## config.mk

```make
export PLATFORM = sky130hd
export DESIGN_NAME = spa_ram
export DESIGN_NICKNAME = d
export VERILOG_FILES = /design/src/rtl/assert_macros.svh /design/src/rtl/spa_ram.sv
export SDC_FILE = /design/constraint.sdc
export NUM_CORES = 2
export LEC_CHECK = 0
export ABC_AREA = 0
export BUFFER_PORTS_ARGS = -buffer_cell sky130_fd_sc_hd__buf_4
export CORE_AREA = 4 4 452 454
export CTS_CLUSTER_DIAMETER = 100
export DETAILED_ROUTE_END_ITERATION = 8
export DIE_AREA = 0 0 456 458
export PLACE_DENSITY_LB_ADDON = 0.08
export RECOVER_POWER = 50
export SLEW_MARGIN = 20
export SYNTH_ARGS = -nofsm -noshare
export SYNTH_HDL_FRONTEND = slang
export SYNTH_SLANG_ARGS = --single-unit
```

## constraint.sdc

```tcl
create_clock -name clock -period 4.4 [get_ports clock]
set_input_delay 0.44 -clock clock [delete_from_list [all_inputs] [get_ports clock]]
set_output_delay 0.44 -clock clock [all_outputs]
set_load 0.01 [all_outputs]
```

## src/rtl/assert_macros.svh

```systemverilog
// assertion helpers shared by the rtl
`ifndef ASSERT_MACROS_SVH
`define ASSERT_MACROS_SVH

// clocked check, masked while reset is high
`define SPA_ASSERT(label, prop, msg) \
   label: assert property (@(posedge clock) disable iff (reset) (prop)) else $error(msg);

// clocked check that also holds during reset
`define SPA_ASSERT_ALWAYS(label, prop, msg) \
   label: assert property (@(posedge clock) (prop)) else $error(msg);

`endif

```

## src/rtl/spa_ram.sv

```systemverilog
module spa_ram #(
   parameter int WIDTH = 8,
   parameter int DEPTH = 256
) (
   input  logic                     clock,
   input  logic                     wr_en,
   input  logic [$clog2(DEPTH)-1:0] wr_addr,
   input  logic [WIDTH-1:0]         wr_data,
   input  logic                     rd_en,
   input  logic [$clog2(DEPTH)-1:0] rd_addr,
   output logic [WIDTH-1:0]         rd_data
);

   logic [WIDTH-1:0] mem [DEPTH];

   always_ff @(posedge clock) begin
      if (wr_en) begin
         mem[wr_addr] <= wr_data;
      end
      if (rd_en) begin
         rd_data <= mem[rd_addr];
      end
   end

endmodule

```

After elaboration in Yosys (flattened, before gate mapping)
Memories as Yosys holds them, arrays and structs flattened. A register that Yosys moved wholly into a read port is not among the register bits.
Cells that the tools add are included.
- bits in latches: 0
- logic and storage cells: 3
- register bits: 0
- input bits: 27
- output and inout bits: 8
- bits in writable memories: 2048
- memories kept: 1
- bits in read-only memories: 0
- multiplexer cells: 2
- shift-type cells: 0
- divide/modulo/power cells: 0
- add/sub/neg operators: 0
- multipliers: 0
- reduce and logical (&&, ||, !) cells: 0
- order comparisons: 0
- eq/ne operators: 0
- bitwise logic cells: 0
- memories (name ; words ; width ; rd ports ; clocked after Yosys merged registers in ; wr ports ; line ; RTL):
    mem ; 256 ; 8 ; 1 ; 1 ; 1 ; spa_ram.sv:14 ; logic [WIDTH-1:0] mem [DEPTH];
- operators by type and width (kind ; count):
    $mux W1 ; 2

Logic depth before layout (Yosys ltp)
- word-level depth: 2
- depth in mapped cells: 11
- mapped depth without buffers: 6

Worst setup path after synthesis
OpenSTA, ideal clock, no wires.
- path type: input-to-reg
- from: in rd_addr[0]
- to: reg rd_data[2], read port of mem (data pin)
- path buffers: 4
- path slack: 1.884 ns
- required time: 4.131 ns
- data arrival time: 2.247 ns
- stages: 9
- setup time: 0.269 ns
- cells stage by stage: buf_6 -> buf_12 -> buf_8 -> buf_2 -> mux4_2 -> a22oi_1 -> a21oi_1 -> nor4_1 -> nor4_2
- RTL lines (element ; line ; RTL):
    from (decl) ; spa_ram.sv:10 ; input logic [$clog2(DEPTH)-1:0] rd_addr,
    to (decl) ; spa_ram.sv:11 ; output logic [WIDTH-1:0] rd_data

Worst setup path in the final report
- from: in wr_data[6]
- to: mem mem[205][6] (data pin)
- RTL lines (element ; line ; RTL):
    from (decl) ; spa_ram.sv:8 ; input logic [WIDTH-1:0] wr_data,
    to (decl) ; spa_ram.sv:14 ;
No word-level cell before the write port.

==> flow_summary.ini <==
[die]
io_pins = 35
die_area_um2 = 209000
die-width_um = 456
initial_core_util = 0.399
coreArea_um2 = 200000
fp-row-count = 164
die-height_um = 458

[logic_synthesis]
synth_area_leader_cell = edfxtp_1
synth-edff-count = 2056
yosys-top-cells-count = edfxtp_1, mux4_2, nor2_1
synth_area_leaders = edfxtp_1, mux4_2, mux2i_1, nor2_1, a22oi_1
syn_nets = 3760
syn_inst = 3733
syn_area_um2 = 79600
synth_top_area_share = 0.775
synth_most_common_cell = edfxtp_1
async_flop_share = 0
synth_area_per_cell_um2 = 21.3
synth_cell_types = 54
synth-main-ff-cell = edfxtp_1
synth-seq-cells = 2056
synth_warnings = 0
yosysSeqAreaShare = 0.775

[grt]
grt_max_degree = 125
grt-ovfl-total = 0
grt_pass1_vias = 39635
antenna_found_initial = 18
grt.total_usage = 0.210
grt_pass1_wl_um = 311000

[sta]
fin_crit_sh = 0.824
drv_slew = 1160
maxClockFrequency_mhz = 276
min_period_ns = 3.63
tightest_slew_ns = 3.90
rsz0062_at_grt = false
fin_worst_skew_ns = 0.0341
hold_viol = 0
setup_violations = 0
slew_headroom = -1.60
fin_ws_ns = 0.772
tns_ns = 0

[clock_network]
cts_buffers = 214
clock_latency_ns = 0.84
clockRootBuffer = clkbuf_16
cts_setup_buffers = 0
cts_buffer_depth = 3
clkTransAtPathRegs_ns = 0.06
htree_num_levels = 4
ctsResizeCount = 0
cts_sinks = 2056
cts_tree = done
holdBufCountCts = 1

[run]
max_cap_viol_count = 21

[route]
first_pass_iters = 7
routed_wl_um = 221000
vias = 39032
via_per_inst = 5.66
route.detailed.drc = 0
first_iter_violations = 4018
antenna_violating_nets_post_route = 0
post_drt_wl_per_cell_um = 32.1

[place]
gp_congestion = 0.791
pre_cts_slack_ns = 0.128
dpl.hpwl_um = 141000
io_buffers = 34
placed_cells = 6512

[setup_path]
r2r-end = rd_data[0]$_DFFE_PP_
crit_slowest_cell = clkbuf_2
critPathKind = in -> reg
worst-path-buf-inv = 2
regToRegSetupSlack_ns = 1.27
slowest_delay_ns = 2.07
cp-startpoint = wr_data[6]
start_kind = input port
crit_path_end_kind = flop
path_cells = clkbuf_2 -> clkbuf_1
r2r_cells = 7
crit_arrival_ns = 4.02
required_ns = 4.80
r2r_start = mem[100][0]$_DFFE_PP_
cpLargestDelayFamily = buffers and inverters
path_max_fanout = 124

[layout]
syn_to_final_growth_pct = 14.2
nFillCells = 16812
finalNonFillerCells = 6891
drive_gt1_frac = 0.253
nets = 4100

[run_status]
violations = capacitance limit, slew limit
status = complete, but fails checks

[min_path]
hold_path_end = mem[219][3]$_DFFE_PP_
hold_start = wr_data[3]
worstHoldPathType = in -> reg
holdPathStages = 1

[power]
power_density_nw_per_um2 = 445
vdd_ir_drop_max_v = 0.000413
cellLeakagePower_uw = 0.0282
==> layer usage <==
metal  global-route usage  vias up  share of wire
li1                     -    16423              -
met1                0.301    21040           0.44
met2                0.326     1228           0.47
met3               0.0438      329          0.066
met4               0.0605       12          0.030
met5                    0        -        0.00032
==> final cells by class <==
cell class / count / area, um2 / area share
sequential: 2056 / 61700 / 0.679
multi-input combinational: 1442 / 16600 / 0.182
clock buffer: 278 / 5720 / 0.0630
tap: 2656 / 3320 / 0.0366
timing repair buffer: 357 / 2940 / 0.0324
clock inverter: 97 / 612 / 0.00673
inverter: 2 / 7.51 / 0.0000826
antenna: 3 / 7.51 / 0.0000826
==> placed cells by master (no fill, tap or decap), types with 5 or more instances in the layout <==
| cell | count |
|---|---|
| o21ai_0 | 10 |
| buf_12 | 29 |
| nor2_1 | 279 |
| a22oi_1 | 133 |
| nand3_1 | 26 |
| nor3_1 | 22 |
| nand2_1 | 33 |
| a22o_1 | 8 |
| o221ai_1 | 46 |
| a21oi_1 | 96 |
| o22a_1 | 5 |
| o211ai_1 | 10 |
| and2_1 | 5 |
| nor4_2 | 6 |
| a221oi_1 | 13 |
| nor4_1 | 21 |
| nand4_1 | 10 |
| nand3_2 | 8 |
| o22ai_1 | 28 |
| a211oi_1 | 16 |
| mux4_2 | 454 |
| edfxtp_1 | 2056 |
| nor2b_1 | 28 |
| clkinv_2 | 31 |
| clkbuf_2 | 6 |
| clkinv_1 | 51 |
| clkbuf_16 | 220 |
| clkbuf_1 | 92 |
| mux2i_1 | 134 |
| buf_4 | 280 |
| nand2b_1 | 8 |
==> registers in the layout (all words and copies together) (netlist names) <==
name     count
rd_data      8
mem       2048
==> worst max path at each step <==
| stage | cells past startpoint | endpoint |
|---|---|---|
| global route | 2 | mem[51][0]$_DFFE_PP_ |
| detailed placement | 9 | rd_data[6]$_DFFE_PP_ |
| global placement | 9 | rd_data[6]$_DFFE_PP_ |
| CTS | 9 | rd_data[6]$_DFFE_PP_ |
| finish | 2 | mem[205][6]$_DFFE_PP_ |
| floorplan | 9 | rd_data[2]$_DFFE_PP_ |
==> where the power goes <==
group	switching, uW	leakage [uW]	internal (uW)
Sequential	34.0	0.0185	21600
Clock	7350	0.00309	9310
Combinational	1380	0.00662	713
==> through the flow <==
step / total power, uW / hold WS (ns) / util / instance area (um2)
floorplan: 23100 / 0.539 / - / 79600
global placement: 24200 / 0.870 / 0.424 / 84700
detailed placement: 24200 / 0.870 / 0.425 / 84800
CTS: 40900 / 0.0418 / 0.456 / 91100
global route: 41800 / 0.0610 / 0.455 / 90900
finish: 40400 / 0.0741 / 0.455 / 90900
==> cell families after synthesis <==
| group | synth area share |
|---|---|
| AND/OR/NAND/NOR | 0.0263 |
| buffers and inverters | 0.0183 |
| multiplexers | 0.146 |
| flip-flops | 0.775 |
| AO/OA/AOI/OAI | 0.0342 |
Note: power is estimated with default switching activity, not from simulation.
