`src/rtl/assert_macros.svh`:
```
// assertion helpers shared by the rtl
`ifndef ASSERT_MACROS_SVH
`define ASSERT_MACROS_SVH

// clocked check, masked while reset is high
`define SPA_ASSERT(label, prop, msg) \
   label: assert property (@(posedge clock) disable iff (reset) (prop)) else $error(msg);

// clocked check that also holds during reset
`define SPA_ASSERT_ALWAYS(label, prop, msg) \
   label: assert property (@(posedge clock) (prop)) else $error(msg);

`endif

```
`src/rtl/spa_pkg.sv`:
```
package spa_pkg;

   localparam int unsigned CHUNK_BYTES = 4096;
   localparam logic [15:0] POOL_LIMIT  = 16'd4088;
   localparam logic [3:0]  MIN_LOG2    = 4'd5;
   localparam logic [3:0]  MAX_LOG2    = 4'd12;
   localparam logic [2:0]  BOOT_K      = 3'd2;

   typedef enum logic [1:0] {
      ST_OK        = 2'd0,
      ST_TOO_LARGE = 2'd1,
      ST_OOM       = 2'd2,
      ST_BAD_FREE  = 2'd3
   } status_type;

   typedef enum logic {
      OP_ALLOC = 1'b0,
      OP_FREE  = 1'b1
   } opcode_type;

   typedef enum logic {
      ALU_ADD = 1'b0,
      ALU_SUB = 1'b1
   } alu_op_type;

   typedef enum logic [6:0] {
      S_CLEAR  = 7'b0000001,
      S_IDLE   = 7'b0000010,
      S_DECODE = 7'b0000100,
      S_ALLOC  = 7'b0001000,
      S_POP    = 7'b0010000,
      S_FTAG   = 7'b0100000,
      S_DONE   = 7'b1000000
   } state_type;

   // bit length of size+7, never below the 32-byte class
   function automatic logic [3:0] class_of(input logic [12:0] v);
      logic [3:0] n;
      n = MIN_LOG2;
      for (int i = 5; i < 13; i++) begin
         if (v[i]) begin
            n = 4'(i + 1);
         end
      end
      return n;
   endfunction

endpackage

```
`src/rtl/spa_alu.sv`:
```
module spa_alu
   import spa_pkg::*;
#(
   parameter int W = 16
) (
   input  alu_op_type   op,
   input  logic [W-1:0] a,
   input  logic [W-1:0] b,
   output logic [W-1:0] y
);

   always_comb begin
      case (op)
         ALU_ADD: y = a + b;
         ALU_SUB: y = a - b;
         default: y = a;
      endcase
   end

endmodule

```
`config.mk`:
```
export PLATFORM = sky130hd
export DESIGN_NAME = spa_alu
export DESIGN_NICKNAME = d
export VERILOG_FILES = /design/src/rtl/assert_macros.svh /design/src/rtl/spa_pkg.sv /design/src/rtl/spa_alu.sv
export SDC_FILE = /design/constraint.sdc
export NUM_CORES = 1
export LEC_CHECK = 0
export ABC_AREA = 1
export BUFFER_PORTS_ARGS = -buffer_cell sky130_fd_sc_hd__buf_2
export CAP_MARGIN = 20
export CORE_UTILIZATION = 54
export DETAILED_ROUTE_END_ITERATION = 7
export GPL_TIMING_DRIVEN = 1
export PLACE_DENSITY_LB_ADDON = 0.05
export SYNTH_ARGS = -nofsm -noshare
export SYNTH_HDL_FRONTEND = slang
export SYNTH_SLANG_ARGS = --single-unit
```
`constraint.sdc`:
```
create_clock -name vclk -period 2.4
set_clock_uncertainty 0.05 [all_clocks]
set_input_delay 0.12 -clock vclk [all_inputs]
set_output_delay 0.12 -clock vclk [all_outputs]
set_load 0.05 [all_outputs]
```
* Word level (Yosys, flattened, before mapping)
Cells that the tools add are included.
Word-level totals: flip-flop bits (word level) 0, bits in latches 0, bits in writable memories 0, ROM bits 0, logic and storage cells 4, memories kept 0
Cells by class: $add $sub $neg 2, $mul 0, divide/modulo/power cells 0, $lt $le $gt $ge 0, equality and inequality tests 0, shifts and indexed selects 0, multiplexer cells 1, bitwise operators 1, reduce and logical (&&, ||, !) cells 0
Operator list (number):
- 16-bit case mux with 2 select lines | 1
- 16-bit adder | 1
- 16-bit subtractor | 1
- 1-bit NOT | 1

* Longest topological paths before layout
Gate-level depths: netlist of the first run.
depth in word-level cells 2, depth in mapped cells 19, depth with buffers taken out 19

* Worst setup path after synthesis of the first run
Ideal clock, no wire load.
kind input to output, from input b[0], to output y[7], arrival 2305 ps, required time 2230 ps, path slack -75 ps, cell stages on the path 13, cells stage by stage inv_1 ha_1 nand2_1 nor2_2 nor2_1 xor2_1 inv_1 ha_1 nand2_2 nor2_1 nand3_1 nand2_2 xor2_1
On the way: cells in the longest elaborated chain, start to end 2, elaborated cells between the ends (all ways) 3
RTL lines:
- from (decl) | RTL line spa_alu.sv:8 | input logic [W-1:0] b,
- 16-bit subtractor / 16-bit adder (equally long branches) | RTL line spa_alu.sv:15, spa_alu.sv:14
- 16-bit case mux with 2 select lines (*) | RTL line spa_alu.sv:13 | case (op)
- to (decl) | RTL line spa_alu.sv:9 | output logic [W-1:0] y
Every way passes the cells marked *; elsewhere a longest branch is shown, timed or not.

* Worst setup path after layout of the first run
from input b[1], to output y[12]
The elaborated chain is that of the path after synthesis.

==> results of run 1 <==
[kinds of logic after synthesis]
kind of cell	count (synthesis)	share of synthesized area [%]
AND/OR/NAND/NOR	153	48.0
AO/OA/AOI/OAI	29	12.2
adder cells (fa/ha/maj)	17	15.7
XOR/XNOR	17	10.6
buffers and inverters	50	13.5
[layout by cell type (no fill, tap or decap), drive strengths merged]
cell type and count:
a21oi 15, nor3 2, or2 1, nand4 4
o21ai 11, o21bai 2, buf 76, xnor2 4
and3 1, nand3 23, ha 16, clkbuf 3
o21a 1, xor2 13, nor2 28, nand2 94
fa 1, inv 48
[layout make-up]
type / count / area, µm² / share of cell area, %
multi-input cells: 216 / 1480 / 66.2
inverters: 48 / 183 / 8.19
repair buffers: 79 / 534 / 24.0
well taps: 30 / 37.5 / 1.68
[how the worst min path moves through the flow]
stage | startpoint | endpoint | slack [ns]
6_report | a[1] | y[1] | 0.73
5_1_grt | a[1] | y[1] | 0.74
4_1_cts | a[0] | y[0] | 0.68
3_5_place_dp | a[0] | y[0] | 0.68
3_3_place_gp | a[0] | y[0] | 0.67
2_1_floorplan | b[0] | y[0] | 0.47
[layer usage]
layer,global-route usage [%],vias to the layer above,routed length (µm)
met2,53.6,121,2670
met1,35.5,973,2120
met5,0,-,0
li1,-,988,-
met3,1.44,20,279
met4,6.58,0,118
[power by group through the flow]
stage	clock [W]	sequential, W	combinational (W)
2_1_floorplan	0	0	0.000622
3_3_place_gp	0	0	0.000840
3_5_place_dp	0	0	0.000854
4_1_cts	0	0	0.000901
5_1_grt	0	0	0.00112
6_report	0	0	0.00105
[critical path: cells and delay by family]
family          cells  cell delay (ns)
xor+xnor            1             0.23
simple gates        6             0.46
fa+ha+maj           2             0.44
buf+inv             5             0.63
compound gates      2             0.41
[per-stage QoR]
| stage | setup TNS [ns] | area (µm²) | setup WS, ns | total power (W) |
|---|---|---|---|---|
| final | -0.114 | 2230 | -0.0531 | 0.00105 |
| after global placement | -0.457 | 1870 | -0.128 | 0.000840 |
| after floorplan | 0 | 1420 | 0.0152 | 0.000622 |
| after global routing | -1.14 | 2230 | -0.180 | 0.00112 |
| after detailed placement | -0.705 | 1870 | -0.177 | 0.000854 |
| after CTS | 0 | 1970 | 0.00698 | 0.000901 |
[synthesized netlist by cell type (2+ instances only)]
| library cell | number | share of area, % |
|---|---|---|
| nand2_1 | 87 | 23 |
| inv_1 | 43 | 11 |
| nand3_1 | 22 | 7.8 |
| nor2_1 | 22 | 5.9 |
| ha_1 | 16 | 14 |
| a21oi_1 | 14 | 5.0 |
| xor2_1 | 13 | 8.1 |
| nand2_2 | 6 | 2.7 |
| inv_2 | 5 | 1.3 |
| nor2_2 | 5 | 2.2 |
| o21ai_1 | 5 | 1.8 |
| nand4_1 | 4 | 1.8 |
| o21ai_0 | 4 | 1.4 |
| xnor2_1 | 4 | 2.5 |
| buf_2 | 2 | 0.71 |
| o21bai_1 | 2 | 1.1 |
[timing repair]
action,4_1_cts,5_1_grt
hold buffers,0,0
pin swaps,7,33
setup buffers,1,5
resized for setup,22,50
endpoints found under the setup margin,8,11
==> impl_results.md, run 1 <==
- Crit Path Category: input pin to output port
- Share of the clock period used by the worst path: 102%
- Maximum operating frequency: around 0.41 GHz
- Proportion of layout cells with a drive suffix above 1: 42.3%
- Total I/O pin count: 49
- DRC Markers: 0
- Setup violation total in the final timing report: 6
- Number of cells traversed by the worst hold path: 3
- P_leak: 1.21 nW
- Number of placed instances, taps included: between 300 and 400
- Final-layout clock buffer total: 0
- Mean area per synthesized cell: around 5.3 µm²
- Number of max-slew violations in the final report: 0
- Detailed-router iteration count before antenna repair: 5
- Post-route worst hold slack: approximately 0.73 ns
- Switch Pwr: between 0.0006 and 0.0007 W
- Total power density per cell area: approximately 470 nW/µm²
- Sort of element at the start of the critical path: input pin
- Final worst path period need: around 2.5 ns
- Post-synthesis cell area: around 1400 µm²
- Max-Cap Viols: 0
- Worst setup margin: -0.0531 ns
- Critical Path Fanout Max: 3
- Die Area: roughly 2800 µm²
- Final Net Count: 395
- Total wirelength of the detailed-routed design: between 5000 and 6000 µm
- Fraction of power spent switching nets: 63.5%
- Relative slew slack: 82.3%
- Final core utilization: about nine tenths
- Tightest Hold Check Type: input pin to output port
- Final-report hold violation count: 0
- Number of library cell types mapped by synthesis: 28
- Cells along the critical path: buf_2 > inv_2 > ha_4 > nand2_4 > o21ai_1 > xor2_1 > inv_1 > ha_4 > buf_4 > nand2_1 > o21bai_1 > nand2_1 > nand3_1 > nand2_1 > nand2_1 > clkbuf_4
- Area of the placeable core: 2480 µm²
- Required time of the critical path: 2.23 ns
- Global-route wire length before repair: 6220 µm
- Longest individual stage delay on the worst path: ~0.29 ns
- Actual slew at the worst max-slew pin: 0.265 ns
- Largest net degree at the start of global routing: 10
- Row Count: 18
- Routed length per instance: roughly 14 µm
- Critical Path Slowest Stage Cell: ha_4
- Number of input and output port buffers inserted: around 50
- Number of antenna violations at the first check in global routing: 0
- Seq_cells: 0
- DR vias/cell: ~5.6
- Final weighted congestion in routability-driven placement: 0.857
- Crit path from: b[1]
- Vertical die dimension: between 50 and 60 µm
- Fraction of the yosys area taken by sequential cells: 0%
- Critical path's most frequent cell: nand2_1
- Worst supply voltage drop on vdd: approximately 0.53 mV
- Post-detailed-route count of antenna-violating nets: 0
- Internal power: around 0.00038 W
- Signal arrival time at the worst endpoint: around 2.3 ns
- Failing checks: setup timing
- Part of the total power dissipated in the clock network: 0%
- Synth-to-layout area growth: 58.8%
- Power share of the sequential group: 0%
- Number of global-route vias before repair: roughly 1600
- Unrepaired setup endpoints after global routing: true
- Vias post-DR: 2102
- Mapped Cells: about 270
- Filler cell count in the final layout: roughly 130
- Register area: 0 µm²
- Iteration-0 DRC Markers: between 80 and 90
- Endpoint of the most critical setup path: y[12]
- Non-filler instance count after layout: approximately 370
- Detailed-placement wirelength estimate: around 3200 µm
- Crit path capture type: output port
- Total inserted antenna cells: 0
- Total congestion overflow after global routing: 0
- Width of the die: ~53 µm
- Result of the run: complete, but fails checks
- Starting density of the core: between 50% and 60%
- Proportion of power drawn by combinational gates: 100.0%
- Syn nets: 316
- GRT Total Usage: 28.7%
- Yosys warnings: 0
Note: power is estimated with default switching activity, not from simulation.
==> inputs of run 2 (changes only) <==
--- a/config.mk
+++ b/config.mk
@@ -8,10 +8,11 @@
 export ABC_AREA = 1
 export BUFFER_PORTS_ARGS = -buffer_cell sky130_fd_sc_hd__buf_2
 export CAP_MARGIN = 20
-export CORE_UTILIZATION = 54
+export CORE_UTILIZATION = 40
 export DETAILED_ROUTE_END_ITERATION = 7
 export GPL_TIMING_DRIVEN = 1
 export PLACE_DENSITY_LB_ADDON = 0.05
+export SETUP_SLACK_MARGIN = 0.5
 export SYNTH_ARGS = -nofsm -noshare
 export SYNTH_HDL_FRONTEND = slang
 export SYNTH_SLANG_ARGS = --single-unit
==> impl_results.md, run 2 (synthesized netlist as in run 1, its figures left out) <==
- Most frequent standard cell in the layout excluding fill and tap cells: nand2_1
- Routed length per instance: between 15 and 20 µm
- Detailed-router iteration count before antenna repair: 4
- Crit path capture type: output port
- Sort of element at the start of the critical path: input pin
- Number of global-route vias before repair: 2054
- Final weighted congestion in routability-driven placement: roughly 0.92
- Seq_cells: 0
- Tightest Hold Check Type: input pin to output port
- Required time of the critical path: around 2.2 ns
- Max-Cap Viols: 0
- Detailed-placement wirelength estimate: approximately 3500 µm
- Post-detailed-route count of antenna-violating nets: 0
- Critical hold path startpoint: a[0]
- Worst setup margin: -0.0725 ns
- Most used cells in the layout excluding fill and tap cells: nand2_1 (43), buf_4 (40), inv_1 (35)
- Final-layout clock buffer total: 0
- Setup violation total in the final timing report: 5
- Relative slew slack: 81.7%
- Final Net Count: roughly 410
- Critical Path Fanout Max: 5
- Register area: 0 µm²
- Critical path's most frequent cell: nand2_1
- Actual slew at the worst max-slew pin: roughly 0.27 ns
- Number of placed instances, taps included: 390
- Number of cells traversed by the worst hold path: 5
- Total I/O pin count: 49
- Failing checks: setup timing
- Total wirelength of the detailed-routed design: between 7000 and 8000 µm
- Family with the most delay on the worst path: simple AND/OR/NAND/NOR gates
- Share of the clock period used by the worst path: 103%
- Result of the run: complete, but fails checks
- Vertical die dimension: ~61 µm
- Critical Path Slowest Stage Cell: ha_4
- Count of hold buffers inserted by post-cts repair: 0
- Total inserted antenna cells: 0
- Total power density per cell area: ~510 nW/µm²
- Width of the die: 61.2 µm
- Final core utilization: 92.4%
- Maximum operating frequency: around 0.40 GHz
- Endpoint of the worst hold-timing path: y[0]
- Total congestion overflow after global routing: 0
- Worst supply voltage drop on vdd: between 0.3 and 0.4 mV
- DRC Markers: 0
- Largest net degree at the start of global routing: 12
- Non-filler instance count after layout: roughly 410
- Proportion of layout cells with a drive suffix above 1: between 60% and 70%
- Final worst path period need: 2.47 ns
- Starting density of the core: between 40 and 50%
- Cells along the critical path: buf_2 > inv_1 > nand3_1 > nor2_1 > nand2_1 > nand2_1 > nand2_1 > nand2_1 > o21ai_1 > ha_4 > nand2_1 > nor2_1 > nand2_1 > nand2_1 > a21oi_1 > nand2_1 > nand2_4 > buf_8
- P_leak: 1.50 nW
- Area of the placeable core: ~3300 µm²
- Longest individual stage delay on the worst path: approximately 0.34 ns
- GRT Total Usage: a little under a third
- Synth-to-layout area growth: 120%
- Die Area: 3750 µm²
- Number of antenna violations at the first check in global routing: 0
- Iteration-0 DRC Markers: a little under 100
- Row Count: 21
- Global-route wire length before repair: approximately 8600 µm
- Number of max-slew violations in the final report: 0
- Buf+Inv Stages, Crit Path: 3
- Number of input and output port buffers inserted: 49
- Vias post-DR: 2300
- Post-route worst hold slack: slightly below 0.7 ns
- Total Negative Setup Slacks: -0.283 ns
- DR vias/cell: about 5.6
- Signal arrival time at the worst endpoint: ~2.3 ns
- Crit Path Category: input pin to output port
- Final-report hold violation count: 0
- Unrepaired setup endpoints after global routing: true
- Final total power: between 0.0015 and 0.002 W
==> run 2: layout make-up <==
type | instances | area [µm²]
repair buffers | 98 | 831
inverters | 48 | 210
fillers | 121 | 253
well taps | 46 | 57.6
multi-input cells | 216 | 1990
==> run 2: worst max path at each step <==
stage,startpoint,endpoint,slack [ns],cells after the start
global route,b[6],y[15],-0.26,18
global placement,b[1],y[13],-0.04,20
CTS,b[1],y[13],0.12,19
detailed placement,b[1],y[15],-0.08,22
floorplan,b[1],y[15],0.40,17
finish,b[6],y[15],-0.07,18
==> run 2: layer usage <==
metal  vias up  GRT usage (%)  part of all wire [%]
li1       1021              -                     -
met1      1086           33.1                    38
met2       148           60.9                    51
met3        45           1.47                   5.3
met4         0           8.77                   5.4
met5         -              0                     0
==> run 2: worst min-delay path: stages <==
cell   delay (ns)
buf_2        0.10
inv_1        0.04
ha_1         0.12
inv_1        0.03
buf_2        0.20
==> run 2: what timing repair did <==
action                                  4_1_cts  5_1_grt
pin swaps                                    60       51
gates resized for setup                      97       68
endpoints found under the setup margin       13       13
endpoints found under the hold margin         0        0
setup buffers                                12        6
==> run 2: stage by stage <==
stage	area, µm²	setup WS [ns]
after floorplan	1770	0.400
after global placement	2310	-0.0363
after detailed placement	2310	-0.0846
after CTS	2760	0.123
after global routing	3080	-0.260
final	3080	-0.0725
==> run 2: power breakdown <==
group / total [W] / switching (W) / internal [W] / leakage, nW
Sequential: 0 / 0 / 0 / 0
Combinational: 0.00158 / 0.000910 / 0.000671 / 1.50
Clock: 0 / 0 / 0 / 0
